`config.mk`:
```
export PLATFORM = sky130hd
export DESIGN_NAME = bwss_outq
export DESIGN_NICKNAME = d
export VERILOG_FILES = /design/src/design/bwss_pkg.sv /design/src/design/bwss_outq.sv
export SDC_FILE = /design/constraint.sdc
export NUM_CORES = 1
export LEC_CHECK = 0
export ABC_AREA = 0
export ABC_CLOCK_PERIOD_IN_PS = 10500
export BUFFER_PORTS_ARGS = -buffer_cell sky130_fd_sc_hd__buf_2
export CAP_MARGIN = 20
export CORE_AREA = 2 2 112 114
export DETAILED_ROUTE_END_ITERATION = 8
export DIE_AREA = 0 0 114 116
export PLACE_DENSITY = 0.91
export SYNTH_ARGS = -nofsm -noshare
export SYNTH_HDL_FRONTEND = slang
export SYNTH_SLANG_ARGS = --single-unit
```
`constraint.sdc`:
```
create_clock -name aclk -period 10.5 [get_ports aclk]
set_clock_uncertainty 0.2 [all_clocks]
set_input_delay 0.525 -clock aclk [delete_from_list [all_inputs] [get_ports aclk]]
set_output_delay 0.525 -clock aclk [all_outputs]
set_load 0.03 [all_outputs]
```
`src/design/bwss_pkg.sv`:
```
// Shared types, constants and pin decode functions for the bus write snooper.
package bwss_pkg;

    localparam int MEMORY_DEPTH = 1024;
    localparam int ADDR_W       = $clog2(MEMORY_DEPTH);
    localparam int Q_DEPTH      = 3;
    localparam int QP_W         = $clog2(Q_DEPTH);
    localparam int QC_W         = $clog2(Q_DEPTH + 1);

    localparam logic [7:0] ERASED_BYTE = 8'hFF;

    typedef enum logic {
        KIND_SAMPLE = 1'b0,
        KIND_READ   = 1'b1
    } kind_t;

    typedef struct packed {
        logic        kind;
        logic [31:0] low_pins;
        logic [7:0]  high_pins;
        logic [9:0]  read_address;
    } in_item_t;

    typedef struct packed {
        logic        write_done;
        logic [9:0]  write_address;
        logic [7:0]  write_data;
        logic [31:0] write_total;
        logic [7:0]  read_data;
    } out_item_t;

    typedef struct packed {
        logic              we;
        logic [ADDR_W-1:0] waddr;
        logic [7:0]        wdata;
        logic              re;
        logic [ADDR_W-1:0] raddr;
    } mem_req_t;

    function automatic logic pin_clock(logic [7:0] hi);
        return hi[7];
    endfunction

    function automatic logic pin_wren(logic [31:0] lo);
        return lo[5];
    endfunction

    function automatic logic [9:0] pin_address(logic [31:0] lo, logic [7:0] hi);
        return {hi[4:0], lo[27:25], lo[23:22]};
    endfunction

    function automatic logic [7:0] pin_data(logic [31:0] lo);
        return {lo[21], lo[19:13]};
    endfunction

    function automatic logic [ADDR_W-1:0] mem_index(logic [9:0] a);
        return a[ADDR_W-1:0];
    endfunction

endpackage

```
`src/design/bwss_outq.sv`:
```
// Three-entry result queue that decouples the result channel from the pipeline.
module bwss_outq
    import bwss_pkg::*;
(
    input  logic      aclk,
    input  logic      aresetn,
    input  logic      push,
    input  out_item_t push_item,
    input  logic      inflight,
    output logic      can_take,
    output logic [QC_W-1:0] level,
    output logic      m_valid,
    input  logic      m_ready,
    output out_item_t m_item
);

    out_item_t       q_mem [Q_DEPTH];
    logic [QP_W-1:0] wr_ptr_reg, rd_ptr_reg;
    logic [QC_W-1:0] count_reg;
    logic            pop;
    logic [QC_W:0]   load;

    assign pop     = m_valid && m_ready;
    assign m_valid = (count_reg != '0);
    assign m_item  = q_mem[rd_ptr_reg];
    assign level   = count_reg;
    assign load    = {1'b0, count_reg} + (QC_W + 1)'(inflight);
    assign can_take = (load < (QC_W + 1)'(Q_DEPTH));

    always_ff @(posedge aclk) begin
        if (push) begin
            q_mem[wr_ptr_reg] <= push_item;
        end
    end

    always_ff @(posedge aclk) begin
        if (!aresetn) begin
            wr_ptr_reg <= '0;
            rd_ptr_reg <= '0;
            count_reg  <= '0;
        end else begin
            if (push) begin
                wr_ptr_reg <= (wr_ptr_reg == QP_W'(Q_DEPTH - 1)) ? '0 : wr_ptr_reg + 1'b1;
            end
            if (pop) begin
                rd_ptr_reg <= (rd_ptr_reg == QP_W'(Q_DEPTH - 1)) ? '0 : rd_ptr_reg + 1'b1;
            end
            count_reg <= count_reg + QC_W'(push) - QC_W'(pop);
        end
    end

`ifndef SYNTHESIS
    a_no_overflow: assert property (@(posedge aclk) disable iff (!aresetn)
        push && !pop |-> count_reg != QC_W'(Q_DEPTH))
        else $error("result queue overflow");
`endif

endmodule
```
## After elaboration in Yosys (flattened, before gate mapping)

Memory sizes are Yosys's and may differ from the RTL's. A register that Yosys moved wholly into a read port is not among the register bits.
Index checks and enable logic that the tools add are counted.

| word-level totals | value |
|---|---|
| memories kept | 1 |
| RAM bits | 177 |
| logic and storage cells | 20 |
| output and inout port bits | 63 |
| input port bits | 64 |
| flip-flop bits (word level) | 6 |

Memories:

| memory | depth | bits a word | rd ports | clocked after Yosys merged registers in | write ports | RTL line | text |
|---|---|---|---|---|---|---|---|
| q_mem | 3 | 59 | 1 | 1 | 1 | bwss_outq.sv:17 | `out_item_t q_mem [Q_DEPTH];` |

| operators by class | value |
|---|---|
| reductions and logical operators | 2 |
| add/subtract/negate cells | 5 |
| multiplexer cells | 6 |
| $lt $le $gt $ge | 1 |
| equal/unequal tests | 2 |

Operator list:

| kind | count |
|---|---|
| two-way mux 2 bit | 4 |
| adder 2 x 1 -> 2 bit, second input constant | 2 |
| equality test 2 bit, second input constant | 2 |
| adder 2 x 1 -> 3 bit | 1 |
| < comparator 3 x 2 -> 1 bit, second input constant | 1 |
| adder 2 x 1 -> 2 bit | 1 |
| two-way mux 1 bit | 2 |
| nonzero test 2 bit | 1 |
| subtractor 2 x 1 -> 2 bit | 1 |
| logical AND 1 bit | 1 |

## Depth between registers and ports, before layout

| logic depth | value |
|---|---|
| depth in word-level cells | 4 |
| mapped depth | 6 |

## Worst setup path after synthesis

Ideal clock, no wire load.

| path | value |
|---|---|
| kind | input to register |
| start point | input port push |
| end point | memory q_mem[0][0] (netlist bit) (enable) |
| path buffers | 0 |
| slack | 4.883 ns |
| required time | 9.737 ns |
| arrival | 4.854 ns |
| stages | 1 |
| path through | nor3b_1 |

| on the way | value |
|---|---|
| cells in the longest elaborated chain, start to end | 2 |

Ends and longest elaborated chain:

| element | RTL line | text |
|---|---|---|
| start, declared | bwss_outq.sv:7 | `input logic push,` |
| two-way mux 1 bit | bwss_outq.sv:31 | `if (push) begin` |
| two-way mux 1 bit (implied by the code) | bwss_outq.sv:32 | `q_mem[wr_ptr_reg] <= push_item;` |
| end, declared | bwss_outq.sv:17 |  |

No other way between the ends.

==> impl_metrics.yaml <==
status:
  status: "complete, no violations"
hold_path:
  min-delay-path-class: "primary input to flip-flop"
  min-delay-start: "push_item[40]"
pwr:
  p_total_mw: 1.62
  p_leak_nw: 2.82
  pwr_density_cell_mw_per_mm2: 198
  peakVddDrop_mv: 0.150
synth:
  synth_top_cell_area_share_pct: 76.7
  synth_common_cells: "edfxtp_1 (177), nand2_1 (63), mux2i_1 (60)"
  syn_nets: 482
  synth_top_cells_by_area: "edfxtp_1 (77%), mux2i_1 (8.7%), o21ai_0 (4.0%)"
  post-synth-top-count-cell: "edfxtp_1"
  syn_area_sq_mm: 0.00693
  syn_avg_cell_area_sq_um: 16.7
  yosys.area.top_type: "edfxtp_1"
  synthFlopType: "edfxtp_1"
  ys_seq_elements: 185
  yosysSeqAreaShare_pct: 79.1
  synthCells: 415
  synth.distinct_cells: 24
  ys_warn_count: 0
  synth_edf_count: 177
  synth-async-reset-ratio_pct: 0
timing:
  tightestPinTransition_ns: 1.07
  post-route-min-period_ns: 3.01
  fin_tns_setup_ns: 0
  relSlewSlack_pct: 28.5
  rsz0062_at_grt: "false"
  max_freq_ghz: 0.332
  slew_violations: 0
  finalCritPeriodShare_pct: 28.7
  setup_viol: 0
  final_hold_viol_count: 0
clock_tree:
  postCtsSetupBuffers: 0
  cts_hold_buf: 0
  cts_resized: 0
  cts.clk_slew.worst_paths_ns: 0.06
  cts.htree.levels: 4
  numCtsBuffers: 17
  root_buffer: "clkbuf_16"
  clkLatencyLatePin_ns: 0.42
  cts_tree: "built"
  clkSinkCount: 185
  clockBufferDepth: 2
worst_setup_path:
  cp_top_family: "flip-flops"
  slowest_stage: "dfxtp_4"
  critical-path-max-stage-delay_ns: 1.05
  critical_path_buf_inv_count: 1
  crit_type: "flip-flop to output port"
  critPathLaunchType: "flip-flop"
  critPathRequiredTime_ns: 9.78
  critPathMaxFanout: 59
  r2r_start: "wr_ptr_reg[1]"
  arrival_ns: 2.29
  crit_path_cell_trace: "mux2i_1, o21ai_0, buf_2"
  cp-end-kind: "output port"
detailed_routing:
  drc: 0
  drt-wirelength-per-cell_microns: 17.4
  viasPerCell: 5.44
  wl_microns: 12200
  vias: 3815
  ant_nets: 0
  drt-initial-drc-count: 237
  first_pass_iters: 4
grt:
  grt_pass1_wl_microns: 18200
  grt_usage_pct: 18.7
  antenna_found_initial: 0
  grt_max_degree: 119
  grt_overflow: 0
  grt_pass1_vias: 3753
placed_design:
  placement.io_buffers: 126
  dp_hpwl_microns: 7220
  place.gp.congestion: 0.753
floorplan:
  die-height_microns: 116
  die-area_sq_mm: 0.0132
  start_util_pct: 58.1
  rows: 40
  die_w_microns: 114
  pin_count: 127
  core-area_sq_mm: 0.0119
finish:
  num_antenna_cells: 0
  largest_register_ffs: 177
  regMostFlops: "q_mem"
  nets: 609
  area_growth_pct: 18.3
  fillCellCount: 786
  drive_above_1_share_pct: 28.7
run:
  maxCapViolations: 0
==> worst paths after layout <==
path             endpoint  slack (ns)  depth (start not counted)
min          q_mem[0][40]         0.1                          1
max reg2reg  q_mem[2][48]        8.59                          3
max            m_item[41]        7.49                          3
min reg2reg     flip-flop        0.34                          2
==> area by class of cell <==
| class | instances | area [sq um] | share of cell area, % |
|---|---|---|---|
| multi-input cells | 208 | 1320 | 16.1 |
| clock buffers | 23 | 448 | 5.47 |
| well taps | 147 | 184 | 2.25 |
| clock inverters | 8 | 98.8 | 1.21 |
| flip-flops and latches | 185 | 5480 | 66.9 |
| repair buffers | 129 | 653 | 7.97 |
| inverters | 1 | 3.75 | 0.0458 |
==> cells in the final DEF, fill, tap and decap left out, drive strengths merged, types with 2 or more instances in the layout <==
cell      n
o21a      2
ha        3
mux2i    60
dfxtp     8
bufinv    2
edfxtp  177
nor2      3
nand2    63
o21ai    65
buf     129
nor2b     2
clkbuf   23
clkinv    5
nand3     3
==> metal layers <==
layer / vias up / wire, microns / part of all wire [%] / global-route usage, %
met5: - / 0 / 0 / 0
met4: 0 / 296 / 2.4 / 8.86
met3: 26 / 797 / 6.6 / 5.54
met2: 128 / 6060 / 50 / 32.1
met1: 1846 / 5010 / 41 / 21.9
li1: 1815 / - / - / -
==> power breakdown <==
group | total, mW | leakage, nW | internal (mW) | switching [mW]
Combinational | 0.161 | 0.851 | 0.0514 | 0.109
Clock | 0.592 | 0.263 | 0.348 | 0.244
Sequential | 0.865 | 1.70 | 0.844 | 0.0210
Total | 1.62 | 2.82 | 1.24 | 0.375
==> per-stage QoR <==
step	area (sq um)	util [%]	hold WS, ns	worst slack (ns)	std cells
global placement	7640	64.2	0.274	8.03	670
CTS	8190	68.8	0.0834	7.43	701
detailed placement	7640	64.2	0.310	7.93	670
floorplan	6930	-	0.275	4.88	415
global route	8190	68.8	0.0914	7.38	701
finish	8190	68.8	0.0968	7.49	701
==> logic make-up after synthesis <==
| family | Yosys count | share of synthesized area [%] |
|---|---|---|
| flip-flops | 185 | 79.1 |
| AND/OR/NAND/NOR | 76 | 4.46 |
| AO/OA/AOI/OAI | 69 | 5.09 |
| multiplexers | 60 | 8.67 |
| buffers and inverters | 22 | 2.17 |
| adder cells (fa/ha/maj) | 3 | 0.542 |
No activity file was read; power rests on OpenSTA's default activity.
