### src/design/bwss_pkg.sv
// Shared types, constants and pin decode functions for the bus write snooper.
package bwss_pkg;

    localparam int MEMORY_DEPTH = 1024;
    localparam int ADDR_W       = $clog2(MEMORY_DEPTH);
    localparam int Q_DEPTH      = 3;
    localparam int QP_W         = $clog2(Q_DEPTH);
    localparam int QC_W         = $clog2(Q_DEPTH + 1);

    localparam logic [7:0] ERASED_BYTE = 8'hFF;

    typedef enum logic {
        KIND_SAMPLE = 1'b0,
        KIND_READ   = 1'b1
    } kind_t;

    typedef struct packed {
        logic        kind;
        logic [31:0] low_pins;
        logic [7:0]  high_pins;
        logic [9:0]  read_address;
    } in_item_t;

    typedef struct packed {
        logic        write_done;
        logic [9:0]  write_address;
        logic [7:0]  write_data;
        logic [31:0] write_total;
        logic [7:0]  read_data;
    } out_item_t;

    typedef struct packed {
        logic              we;
        logic [ADDR_W-1:0] waddr;
        logic [7:0]        wdata;
        logic              re;
        logic [ADDR_W-1:0] raddr;
    } mem_req_t;

    function automatic logic pin_clock(logic [7:0] hi);
        return hi[7];
    endfunction

    function automatic logic pin_wren(logic [31:0] lo);
        return lo[5];
    endfunction

    function automatic logic [9:0] pin_address(logic [31:0] lo, logic [7:0] hi);
        return {hi[4:0], lo[27:25], lo[23:22]};
    endfunction

    function automatic logic [7:0] pin_data(logic [31:0] lo);
        return {lo[21], lo[19:13]};
    endfunction

    function automatic logic [ADDR_W-1:0] mem_index(logic [9:0] a);
        return a[ADDR_W-1:0];
    endfunction

endpackage

### src/design/bwss_ctrl.sv
// Snoop state machine, write counter, memory clearing pass and result stage.
module bwss_ctrl
    import bwss_pkg::*;
(
    input  logic      aclk,
    input  logic      aresetn,
    input  logic      accept,
    input  in_item_t  item,
    output logic      init_done,
    output mem_req_t  mem_req,
    output logic      st_vld,
    output logic      st_read,
    output out_item_t st_item
);

    typedef enum logic [1:0] {
        PH_WAIT_HIGH = 2'd0,
        PH_WAIT_LOW  = 2'd1,
        PH_CAPTURE   = 2'd2
    } phase_t;

    phase_t            phase_reg, phase_next;
    logic [9:0]        held_addr_reg, held_addr_next;
    logic [7:0]        held_data_reg, held_data_next;
    logic [31:0]       count_reg, count_next;
    logic              clr_busy_reg;
    logic [ADDR_W-1:0] clr_addr_reg;
    logic              st_vld_reg;
    logic              st_read_reg;
    out_item_t         st_item_reg, st_item_next;
    logic              wr_fire;
    logic              clk_pin;
    logic              is_sample;

    assign clk_pin   = pin_clock(item.high_pins);
    assign is_sample = accept && (item.kind == KIND_SAMPLE);

    always_comb begin
        phase_next     = phase_reg;
        held_addr_next = held_addr_reg;
        held_data_next = held_data_reg;
        count_next     = count_reg;
        wr_fire        = 1'b0;
        if (is_sample) begin
            case (phase_reg)
                PH_WAIT_LOW: begin
                    if (!clk_pin) begin
                        phase_next = PH_WAIT_HIGH;
                    end
                end
                PH_CAPTURE: begin
                    if (clk_pin) begin
                        held_addr_next = pin_address(item.low_pins, item.high_pins);
                        held_data_next = pin_data(item.low_pins);
                    end else begin
                        wr_fire    = 1'b1;
                        count_next = count_reg + 32'd1;
                        phase_next = PH_WAIT_HIGH;
                    end
                end
                default: begin
                    phase_next = PH_WAIT_HIGH;
                    if (clk_pin) begin
                        if (pin_wren(item.low_pins)) begin
                            held_addr_next = pin_address(item.low_pins, item.high_pins);
                            held_data_next = pin_data(item.low_pins);
                            phase_next     = PH_CAPTURE;
                        end else begin
                            phase_next = PH_WAIT_LOW;
                        end
                    end
                end
            endcase
        end
    end

    always_comb begin
        st_item_next               = '0;
        st_item_next.write_done    = wr_fire;
        st_item_next.write_address = wr_fire ? held_addr_reg : 10'd0;
        st_item_next.write_data    = wr_fire ? held_data_reg : 8'd0;
        st_item_next.write_total   = count_next;
    end

    always_comb begin
        mem_req.re    = accept && (item.kind == KIND_READ);
        mem_req.raddr = mem_index(item.read_address);
        if (clr_busy_reg) begin
            mem_req.we    = 1'b1;
            mem_req.waddr = clr_addr_reg;
            mem_req.wdata = ERASED_BYTE;
        end else begin
            mem_req.we    = wr_fire;
            mem_req.waddr = mem_index(held_addr_reg);
            mem_req.wdata = held_data_reg;
        end
    end

    always_ff @(posedge aclk) begin
        if (!aresetn) begin
            phase_reg     <= PH_WAIT_HIGH;
            held_addr_reg <= '0;
            held_data_reg <= '0;
            count_reg     <= '0;
            clr_busy_reg  <= 1'b1;
            clr_addr_reg  <= '0;
            st_vld_reg    <= 1'b0;
            st_read_reg   <= 1'b0;
        end else begin
            phase_reg     <= phase_next;
            held_addr_reg <= held_addr_next;
            held_data_reg <= held_data_next;
            count_reg     <= count_next;
            if (clr_busy_reg) begin
                clr_addr_reg <= clr_addr_reg + 1'b1;
                if (clr_addr_reg == ADDR_W'(MEMORY_DEPTH - 1)) begin
                    clr_busy_reg <= 1'b0;
                end
            end
            st_vld_reg  <= accept;
            st_read_reg <= accept && (item.kind == KIND_READ);
        end
    end

    always_ff @(posedge aclk) begin
        if (accept) begin
            st_item_reg <= st_item_next;
        end
    end

    assign init_done = !clr_busy_reg;
    assign st_vld    = st_vld_reg;
    assign st_read   = st_read_reg;
    assign st_item   = st_item_reg;

`ifndef SYNTHESIS
    a_count_step: assert property (@(posedge aclk) disable iff (!aresetn)
        wr_fire |=> count_reg == $past(count_reg) + 32'd1)
        else $error("write counter did not step on a completed write");
    a_quiet_clear: assert property (@(posedge aclk) disable iff (!aresetn)
        clr_busy_reg |-> !st_vld_reg && !wr_fire)
        else $error("item in flight during clearing pass");
`endif

endmodule

### config.mk
export PLATFORM = sky130hd
export DESIGN_NAME = bwss_ctrl
export DESIGN_NICKNAME = d
export VERILOG_FILES = /design/src/design/bwss_pkg.sv /design/src/design/bwss_ctrl.sv
export SDC_FILE = /design/constraint.sdc
export NUM_CORES = 1
export LEC_CHECK = 0
export ABC_AREA = 1
export CAP_MARGIN = 40
export CORE_ASPECT_RATIO = 0.8
export CORE_UTILIZATION = 56
export DETAILED_ROUTE_END_ITERATION = 16
export DONT_BUFFER_PORTS = 1
export MAX_ROUTING_LAYER = met4
export PLACE_DENSITY_LB_ADDON = 0.25
export SLEW_MARGIN = 20
export SYNTH_ARGS = -nofsm -noshare
export SYNTH_HDL_FRONTEND = slang
export SYNTH_SLANG_ARGS = --single-unit
### constraint.sdc
create_clock -name aclk -period 1.8 [get_ports aclk]
set_clock_uncertainty 0.05 [all_clocks]
set_input_delay 0.36 -clock aclk [delete_from_list [all_inputs] [get_ports aclk]]
set_output_delay 0.36 -clock aclk [all_outputs]
set_load 0.05 [all_outputs]
# Yosys cells after proc, flatten, opt, wreduce, memory -nomap -nowiden
# Index checks and enable logic that the tools add are counted.
# W data, S select, Z words.
# op_classes
addsub,2
reduce_logical,7
n_eq_ne,4
bitwise_logic,2
n_mux,21
# op_table
cell,n
$mux W32,3
$add A32 B1 Y32 const B,1
$mux W10,3
$mux W8,3
$pmux W10 S2,1
$mux W19,1
$pmux W8 S2,1
$add A10 B1 Y10 const B,1
$eq A10 B10 Y1 const B,1
$mux W2,4
$mux W1,5
$reduce_and A4 Y1,1
$eq A2 B1 Y1 const B,1
$eq A2 B2 Y1 const B,1
$logic_and A1 B1 Y1,2
$ne A2 B2 Y1 const B,1
$not A1 Y1,2
$reduce_and A2 Y1,1
$reduce_bool A2 Y1,1
$reduce_or A2 Y1,1
$logic_not A1 Y1,1
# word_totals
output_inout_bits,92
regBits,116
wordCells,48

# Depth between registers and ports, before layout
# Gate-level depths: netlist of run 1.
# logic_depth
depth_word,4
mapped_depth,11

# Worst setup path after synthesis of run 1
# Ideal clock, no wire load.
# synth_timing
path_type,flip-flop to output port
start,reg clr_busy_reg
end,out mem_req[28] in the netlist's numbering
path_stages_with_launch,3
path_slack_ns,-0.252
arrival_ns,1.642
path_buffers,1
path_cell_list,dfxtp_1 > clkbuf_1 > o21ai_0
# synth_rtl
element,line_no,source
start: declaration,bwss_ctrl.sv:26,logic clr_busy_reg;
start signal: assignment,bwss_ctrl.sv:105,clr_busy_reg <= 1'b1;
start signal: assignment,bwss_ctrl.sv:117,clr_busy_reg <= 1'b0;
end: declaration,bwss_ctrl.sv:10,"output mem_req_t mem_req,"

==> results, run 1 <==
- The site row count is 30.
- The endpoint identified for the worst register-to-register timing path is st_item[27].
- The detailed-route wire length is between 10000 and 15000 microns.
- In this run the mean area of a mapped cell was between 8 and 9 sq um.
- The die is 109 microns wide.
- Net switching is 23.2% of the power.
- The detailed-routing wirelength on met1 is between 5000 and 6000 microns.
- The number of I/O pins is ~150.
- Ranked by total cell area, the synthesized netlist is headed by sky130_fd_sc_hd__edfxtp_1 30%, sky130_fd_sc_hd__dfxtp_1 25%, sky130_fd_sc_hd__nand2_1 8.9%, sky130_fd_sc_hd__nor2_1 5.8%, sky130_fd_sc_hd__inv_1 5.7%.
- Setup repair after global routing could not meet its margin everywhere.
- The origin of the critical flop-to-flop path is phase_reg[1].
- The pin slew with the least headroom to its limit is between 0.5 and 0.6 ns.
- After synthesis, the share of flip-flops with an asynchronous set or reset is 0%.
- Summing the areas of all and, or, nand and nor instances in the mapped netlist gives 24.3% of the synthesized area.
- The relative max-transition margin is approximately 64%.
- The area taken by multi-input logic gates is approximately 1900 sq um.
- The power per cell area is a little over 1000 nW/um^2.
- The clock reaches the later pin of the worst-skew pair after around 0.4 ns.
- The global-route congestion overflow total is 0.
- The cell type of the slowest stage on the worst timing path is sky130_fd_sc_hd__dfxtp_2.
- Once placement completed, the tool counted placed cells totaling 709.
- The violation count after the first detailed-routing iteration is 248.
- The multiplexer share of the synthesized area is 0%.
- The flow ran to the end, but the final reports show violations.
- The adder-cell area share of the yosys netlist is 0.980%.
- After routing, the total negative slack on setup checks comes to -0.0664 ns.
- In the final layout, flip-flops and latches occupy 2840 sq um.
- In the final layout, the share of cells above drive strength 1 is between 15 and 20%.
- The internal power contribution is approximately 4900 uW.
- At the end of routability-driven placement, the weighted congestion stood at 0.859.
- The type of the tightest min-delay check is input port to register.
- The leakage power summed over all cells is 0.00252 uW.
- Summing the areas of all compound-gate instances in the mapped netlist gives between 8 and 9% of the synthesized area.
- After detailed routing, the average wire length per cell comes to about 15 microns.
- The first TritonRoute pass finished after 5 iterations.
- The time the final worst path needs with I/O delays and setup is roughly 1.9 ns.
- Counting along the longest clock path gives a buffer depth of 2.
- The number of flip-flops in the largest register is 51.
- The path with the worst hold slack has its endpoint at st_item[50].
- Signal routing reaches up to met4.
- TritonCTS built the clock tree.
- By area, the combinational part of the netlist is dominated by simple AND/OR/NAND/NOR gates.
- Entering global routing, the biggest net connects between 50 and 60 pins.
- The clock group share of total power is between 40% and 50%.
- Port buffering added 0 buffers.
- The die covers 9510 sq um.
- The global-route wire length before repair is between 15000 and 20000 microns.
- The count of fill cells added during filler insertion is about 600.
- Summing all placed instances gives a cell area of between 5000 and 6000 sq um.
- Per report_power, the combinational group accounts for 2.9% of the total.
- The worst-case IR drop observed on VDD is ~0.77 mV.
- The number of synthesized flops with an enable pin is 51.
- The synthesis-to-layout area growth is 20.8%.
- Among all cell types in the netlist, the one instantiated most often is sky130_fd_sc_hd__nand2_1.
- The top fanout value on the critical path is 3.
- The worst hold path passes through 0 cells.
- The startpoint identified for the worst hold timing path is accept.
- After synthesis, the netlist uses 31 different library cells.
- Clock tree synthesis found a total of around 120 sinks.
- The number of nets with antenna violations after routing is 0.
- The critical path goes through ha_4 -> inv_2 -> nor2_4 -> nand2_4 -> buf_12 -> nand2_4 -> buf_12.
- The H-tree was split into 4 levels.
- The wire length on met3 is a little under 800 microns.
- The total non-filler cell area in the finished layout is about 6200 sq um.
- STA puts the critical path data arrival time at 1.45 ns.
- The final hold violation count is 0.
- The worst-case reg-to-reg path depth is 9.
- Setup slack on the critical path of the routed design comes to -0.0584 ns.
- The total number of vias is a little over 4000.
- The category of the worst setup path capture point is an output pin.
- In this run, CTS created clock tree buffers numbering 17.
- Counting every instance in the synthesized netlist gives between 500 and 600.
- The worst path uses 103% of the clock period.
- The post-route DRC violation count is 0.
- The final standard cell utilization of the core is between 70% and 80%.
- 0 antenna diodes ended up in the layout.
- The final number of max-transition violations is 0.
- The standard cell core area is 8670 sq um.
- Max-cap violations in this run came to 0.
- The met2 wire length is roughly 5600 microns.
- The register-to-register setup slack is -0.01 ns.
- Timing would allow up to between 500 and 600 MHz.
- Across every metal layer, demand over resource in global routing totals 26.4%.
- The cell area that synthesis handed to floorplanning was ~5100 sq um.
- By count the netlist is led by 121 x sky130_fd_sc_hd__nand2_1, 79 x sky130_fd_sc_hd__nor2_1, 77 x sky130_fd_sc_hd__inv_1.
- Synthesis inferred ~120 register bits.
- The count of final setup violators is 2.
- The initial antenna violation count is 0.
- Among all flip-flop cells after synthesis, the most frequent one is sky130_fd_sc_hd__dfxtp_1.
- The tree is rooted in a sky130_fd_sc_hd__clkbuf_16.
- The number of global-route vias before repair is 3746.
- The total power is about 6400 uW.
- The checks that failed: negative setup slack.
- The post-CTS clock slew at the launch and capture registers of the worst setup and hold paths is ~0.050 ns.
- The synthesized netlist devotes under 10% of its cell area to XOR and XNOR gates.
- The worst stage delay on the critical path is about 0.37 ns.
- For this configuration, the core starts out at a cell density of slightly below 60%.
- The floorplan step set the die height to 87.4 microns.
- In this run the power spent charging and discharging nets is 1480 uW.
- During synthesis, Yosys emitted a total of 0 warnings.
- The critical path is of the register to output pin type.
- The final net count is between 600 and 700.
- The number of standard cells in the layout, taps in and fillers out is around 760.
- After legalization and detailed placement, the total HPWL measured 7070 microns.
- STA puts the critical path data required time at around 1.4 ns.
- Sequential cells burn 47.7% of the power.
- The fraction of post-synthesis cell area in the top cell type by area is 30.0%.
- Of all cell types, the one taking the most synthesized area is sky130_fd_sc_hd__edfxtp_1.
- The type of element launching the critical path is a register.
- The detail-routed via count per cell is 5.38.
- The register area share after synthesis is roughly 55%.
[what timing repair did]
item                                    CTS  global route
endpoints found under the setup margin   29            53
hold buffers                              1             1
cloned                                    1             0
resized for setup                        15            26
hold endpoints to repair                  1             2
setup buffers                             7             6
pin swaps                                 7            12
[worst max path at each step]
stage,start,depth (start not counted),end
final,phase_reg[1],7,mem_req[29]
after global routing,phase_reg[0],8,mem_req[29]
after CTS,phase_reg[0],8,mem_req[29]
after detailed placement,phase_reg[0],9,st_item[23]
after global placement,phase_reg[0],9,st_item[23]
after floorplan,clr_busy_reg,2,mem_req[19]
[per-layer routing]
layer / vias to the layer above / global-route usage [%]
li1: 1968 / -
met1: 1918 / 33.0
met2: 154 / 41.4
met3: 29 / 7.40
met4: 0 / 8.60
met5: - / -
[power groups by stage]
stage	Combinational [uW]	Sequential [uW]	Clock, uW
4_1_cts	178	3040	3170
3_5_place_dp	168	3090	0
6_report	186	3030	3130
3_3_place_gp	163	3080	0
2_1_floorplan	216	3080	0
5_1_grt	202	3040	3290
[logic make-up (layout without fill, tap and decap cells)]
family,Yosys count,count (layout)
flip-flops,116,116
AO/OA/AOI/OAI,83,83
AND/OR/NAND/NOR,273,273
buffers and inverters,110,153
adder cells (fa/ha/maj),4,4
other,1,8
XOR/XNOR,7,7
[cells in the final DEF (no fill, tap or decap), types with 2 or more instances in the layout]
master and n:
sky130_fd_sc_hd__nand3_2 4, sky130_fd_sc_hd__dlygate4sd3_1 2, sky130_fd_sc_hd__nor2_2 8, sky130_fd_sc_hd__nor2_4 5, sky130_fd_sc_hd__xor2_2 2, sky130_fd_sc_hd__a21oi_1 40, sky130_fd_sc_hd__o21bai_1 2, sky130_fd_sc_hd__xnor2_1 2
sky130_fd_sc_hd__bufinv_16 2, sky130_fd_sc_hd__xor2_1 3, sky130_fd_sc_hd__nand2_4 3, sky130_fd_sc_hd__o21ai_0 32, sky130_fd_sc_hd__dfxtp_2 2, sky130_fd_sc_hd__or2_2 3, sky130_fd_sc_hd__dfxtp_1 62, sky130_fd_sc_hd__nand3b_1 10
sky130_fd_sc_hd__nand3_1 20, sky130_fd_sc_hd__conb_1 8, sky130_fd_sc_hd__buf_4 34, sky130_fd_sc_hd__clkinv_2 5, sky130_fd_sc_hd__and2_1 2, sky130_fd_sc_hd__nor3_1 7, sky130_fd_sc_hd__nor2_1 75, sky130_fd_sc_hd__o21ai_1 7
sky130_fd_sc_hd__clkbuf_1 3, sky130_fd_sc_hd__nand4_1 9, sky130_fd_sc_hd__nand2_2 11, sky130_fd_sc_hd__clkinvlp_4 3, sky130_fd_sc_hd__buf_12 6, sky130_fd_sc_hd__clkbuf_16 17, sky130_fd_sc_hd__inv_1 74, sky130_fd_sc_hd__nor2_8 2
sky130_fd_sc_hd__inv_2 3, sky130_fd_sc_hd__ha_1 3, sky130_fd_sc_hd__edfxtp_1 51, sky130_fd_sc_hd__nand2_1 112
[worst max-delay path: cells and delay by family (launching register included)]
kind,cells,cell delay (ns)
fa+ha+maj,1,0.15
simple gates,3,0.22
flops,1,0.37
buf+inv,3,0.30
[layout make-up]
class / instances / share of cell area [%]
Timing Repair Buffer: 44 / 7.12
Tap cell: 112 / 2.27
Multi-Input combinational cell: 375 / 30.9
Clock inverter: 11 / 1.82
Clock buffer: 20 / 7.07
Sequential cell: 116 / 46.0
Inverter: 78 / 4.80
[per-stage QoR]
step                setup slack (ns)  hold slack [ns]
global route                  -0.111          0.00207
floorplan                     -0.223            0.395
finish                       -0.0584           0.0214
CTS                          -0.0681          0.00488
detailed placement           -0.0570            0.403
global placement              0.0276            0.400
(Power assumes the default switching activity.)
==> run 2, diff against run 1 <==
- clock period: 1.8 -> 2.07 ns (I/O delays scaled with it)
==> run 2 against run 1 <==
The flow now finishes without violations. Largest power group unchanged. Design area decreased by 3.8%. Combinational power shrank 19%. Power decreased by 10%. Sequential share of layout area grew 1.8 points.
==> results, run 2 (synthesis results as in run 1) <==
- The flow ran to the end, and the final reports show no timing, DRC or antenna violations.
- The final hold violation count is 0 (unchanged).
- The aggregate global-route resource usage came to 25.3% (-1.1 points).
- The effective utilization at floorplan is 58.9% (unchanged).
- The number of global-route vias before repair is 3609 (-3.7%).
- The number of clock buffers inserted by TritonCTS is 17 (unchanged).
- The count of final setup violators is 0 (-2).
- The estimated wirelength of the detail-placed design is 7070 microns (about the same).
- The post-detailed-placement cell area is 5270 sq um (-0.94%).
- The post-route DRC violation count came to 0 (unchanged).
- The number of cells traversed by the worst hold path came to 1 (+1).
- The setup TNS after final layout is 0 ns (+0.0664 ns).
- The global-route wire length before repair is 17400 microns (-4.9%).
- The worst setup path is captured at an output pin.
- The count of TritonRoute iterations in the first routing pass is 5 (unchanged).
- The number of flip-flops in the largest register is 51 (unchanged).
- The number of placed instances, taps included came to 706 (-0.42%).
- The critical path required time came to 1.61 ns (+0.22 ns).
- The detail-routed via count per cell is 5.28 (-1.9%).
- The number of nets with antenna violations after routing is 0 (unchanged).
- The synthesis-to-layout area growth is 16.3%.
- The leakage power summed over all cells came to 0.00239 uW (-4.9%).
- The top fanout value on the critical path is 9 (+6).
- The average wire per cell in the routed design was 14.7 microns (-4.3%).
- The worst-case clock buffer depth came to 2 (unchanged).
- The initial antenna violation count is 0 (unchanged).
- The max capacitance violation total is 0 (unchanged).
- The clock latency reported for the late side of the worst-skew pair is 0.41 ns (about the same).
- The final number of max-transition violations is 0 (unchanged).
- The global-route congestion overflow total is 0 (unchanged).
- The relative max-transition margin is 64.6% (+0.31 points).
- The number of hold buffers added after CTS is 0 (-1).
- The largest net degree at the start of global routing is 56 (unchanged).
- The post-placement worst setup slack is 0.231 ns (+0.288 ns).
- The total power is 5720 uW (-10%).
- The classification of the worst setup path is register to output pin.
- The library cell used most frequently in the layout, excluding fill and tap cells, is sky130_fd_sc_hd__nand2_1.
- The final net count is 677 (-1.9%).
- The site row count is 30 (unchanged).
- The number of clock sinks seen by CTS is 116 (unchanged).
- For this run, the top clock speed supported by timing is roughly 500 MHz.
- The x dimension of the die is 109 microns (unchanged).
- The endpoint arrival time on the critical path was 1.52 ns (+0.07 ns).
- The worst-case setup margin in the final layout is 0.0861 ns (+0.144 ns).
- The total number of vias is 3927 (-3.5%).
- The number of input and output port buffers inserted is 0 (unchanged).
- The tree is rooted in a sky130_fd_sc_hd__clkbuf_16.
- The pin slew with the least headroom to its limit came to 0.530 ns (-0.00650 ns).
- TritonCTS built the clock tree.
- The post-CTS clock slew at the launch and capture registers of the worst setup and hold paths is 0.05 ns (about the same).
- The final period utilization is a little over nine tenths.
- The total non-filler cell area in the finished layout is 5940 sq um (-3.8%).
- The share of post-route cells with drive strength above 1 is 14.6% (-3.6 points).
- The violation count after the first detailed-routing iteration was 189 (-24%).
- The type of the tightest min-delay check is input port to register.
- The number of levels the H-tree was split into came to 4 (unchanged).
- The worst-case reg-to-reg path depth is 10 (+1).
- The standard cell core area is 8670 sq um (unchanged).
- The number of standard cells in the layout, taps in and fillers out is 744 (-1.6%).
- The overall die area is 9510 sq um (unchanged).
- The power per cell area was 963 nW/um^2 (-6.5%).
- STA classifies the critical path startpoint as a register.
- The largest vdd supply drop is 0.524 mV (-32%).
- In the layout the commonest cells are 121 x sky130_fd_sc_hd__nand2_1, 78 x sky130_fd_sc_hd__nor2_1, 75 x sky130_fd_sc_hd__inv_1.
- The number of I/O pins is 146 (unchanged).
- The die height was 87.4 microns (unchanged).
- The final weighted congestion of routability-driven global placement is 0.888 (+3.4%).
- The time the final worst path needs with I/O delays and setup is around 2.0 ns.
- Setup repair after global routing left no endpoint under its margin.
- The detailed-route wire length is 11000 microns (-5.8%).
- The number of antenna diodes came to 0 (unchanged).
run 2: worst max-delay path, cell delays in order, from the launching register on:
cell,delay (ns)
sky130_fd_sc_hd__dfxtp_2,0.42
sky130_fd_sc_hd__clkinvlp_4,0.22
sky130_fd_sc_hd__buf_2,0.22
sky130_fd_sc_hd__nand2_1,0.07
sky130_fd_sc_hd__buf_4,0.19
run 2: per-stage QoR:
step / hold WS, ns / util [%]
4_1_cts: 0.0294 / 68.2
2_1_floorplan: 0.395 / -
6_report: 0.0416 / 68.5
5_1_grt: 0.0525 / 68.5
3_3_place_gp: 0.412 / 60.8
3_5_place_dp: 0.415 / 60.8
run 2: layer usage:
| metal | share of wire [%] | vias to the layer above | global-route usage (%) |
|---|---|---|---|
| li1 | - | 1944 | - |
| met1 | 43 | 1820 | 30.4 |
| met2 | 49 | 140 | 40.2 |
| met4 | 1.4 | 0 | 10.4 |
| met5 | 0 | - | - |
| met3 | 6.4 | 23 | 7.03 |
run 2: final cells by class:
cell class,count,area [sq um]
clock buffers,19,433
clock inverters,13,159
fillers,661,2730
inverters,78,297
multi-input cells,375,1830
flip-flops and latches,116,2840
well taps,112,140
repair buffers,31,241
run 2: power breakdown:
part | switching (uW) | total, uW | internal (uW) | leakage, uW
registers | 184 | 2640 | 2450 | 0.00104
logic | 114 | 151 | 36.3 | 0.00107
clock network | 1040 | 2930 | 1890 | 0.000283
run 2: path summary, 6_finish.rpt:
path                    start               end  slack, ns
min reg2reg  held_data_reg[6]  held_data_reg[6]       0.43
max              clr_busy_reg       mem_req[14]       0.09
max reg2reg      phase_reg[0]       st_item[23]       0.19
min                   aresetn      clr_busy_reg       0.04
run 2: what timing repair did:
| action | in CTS | in global routing |
|---|---|---|
| buffers inserted | 4 | 2 |
| pin swaps | 1 | 1 |
| endpoints found under the setup margin | 1 | 8 |
| gates resized for setup | 6 | 5 |
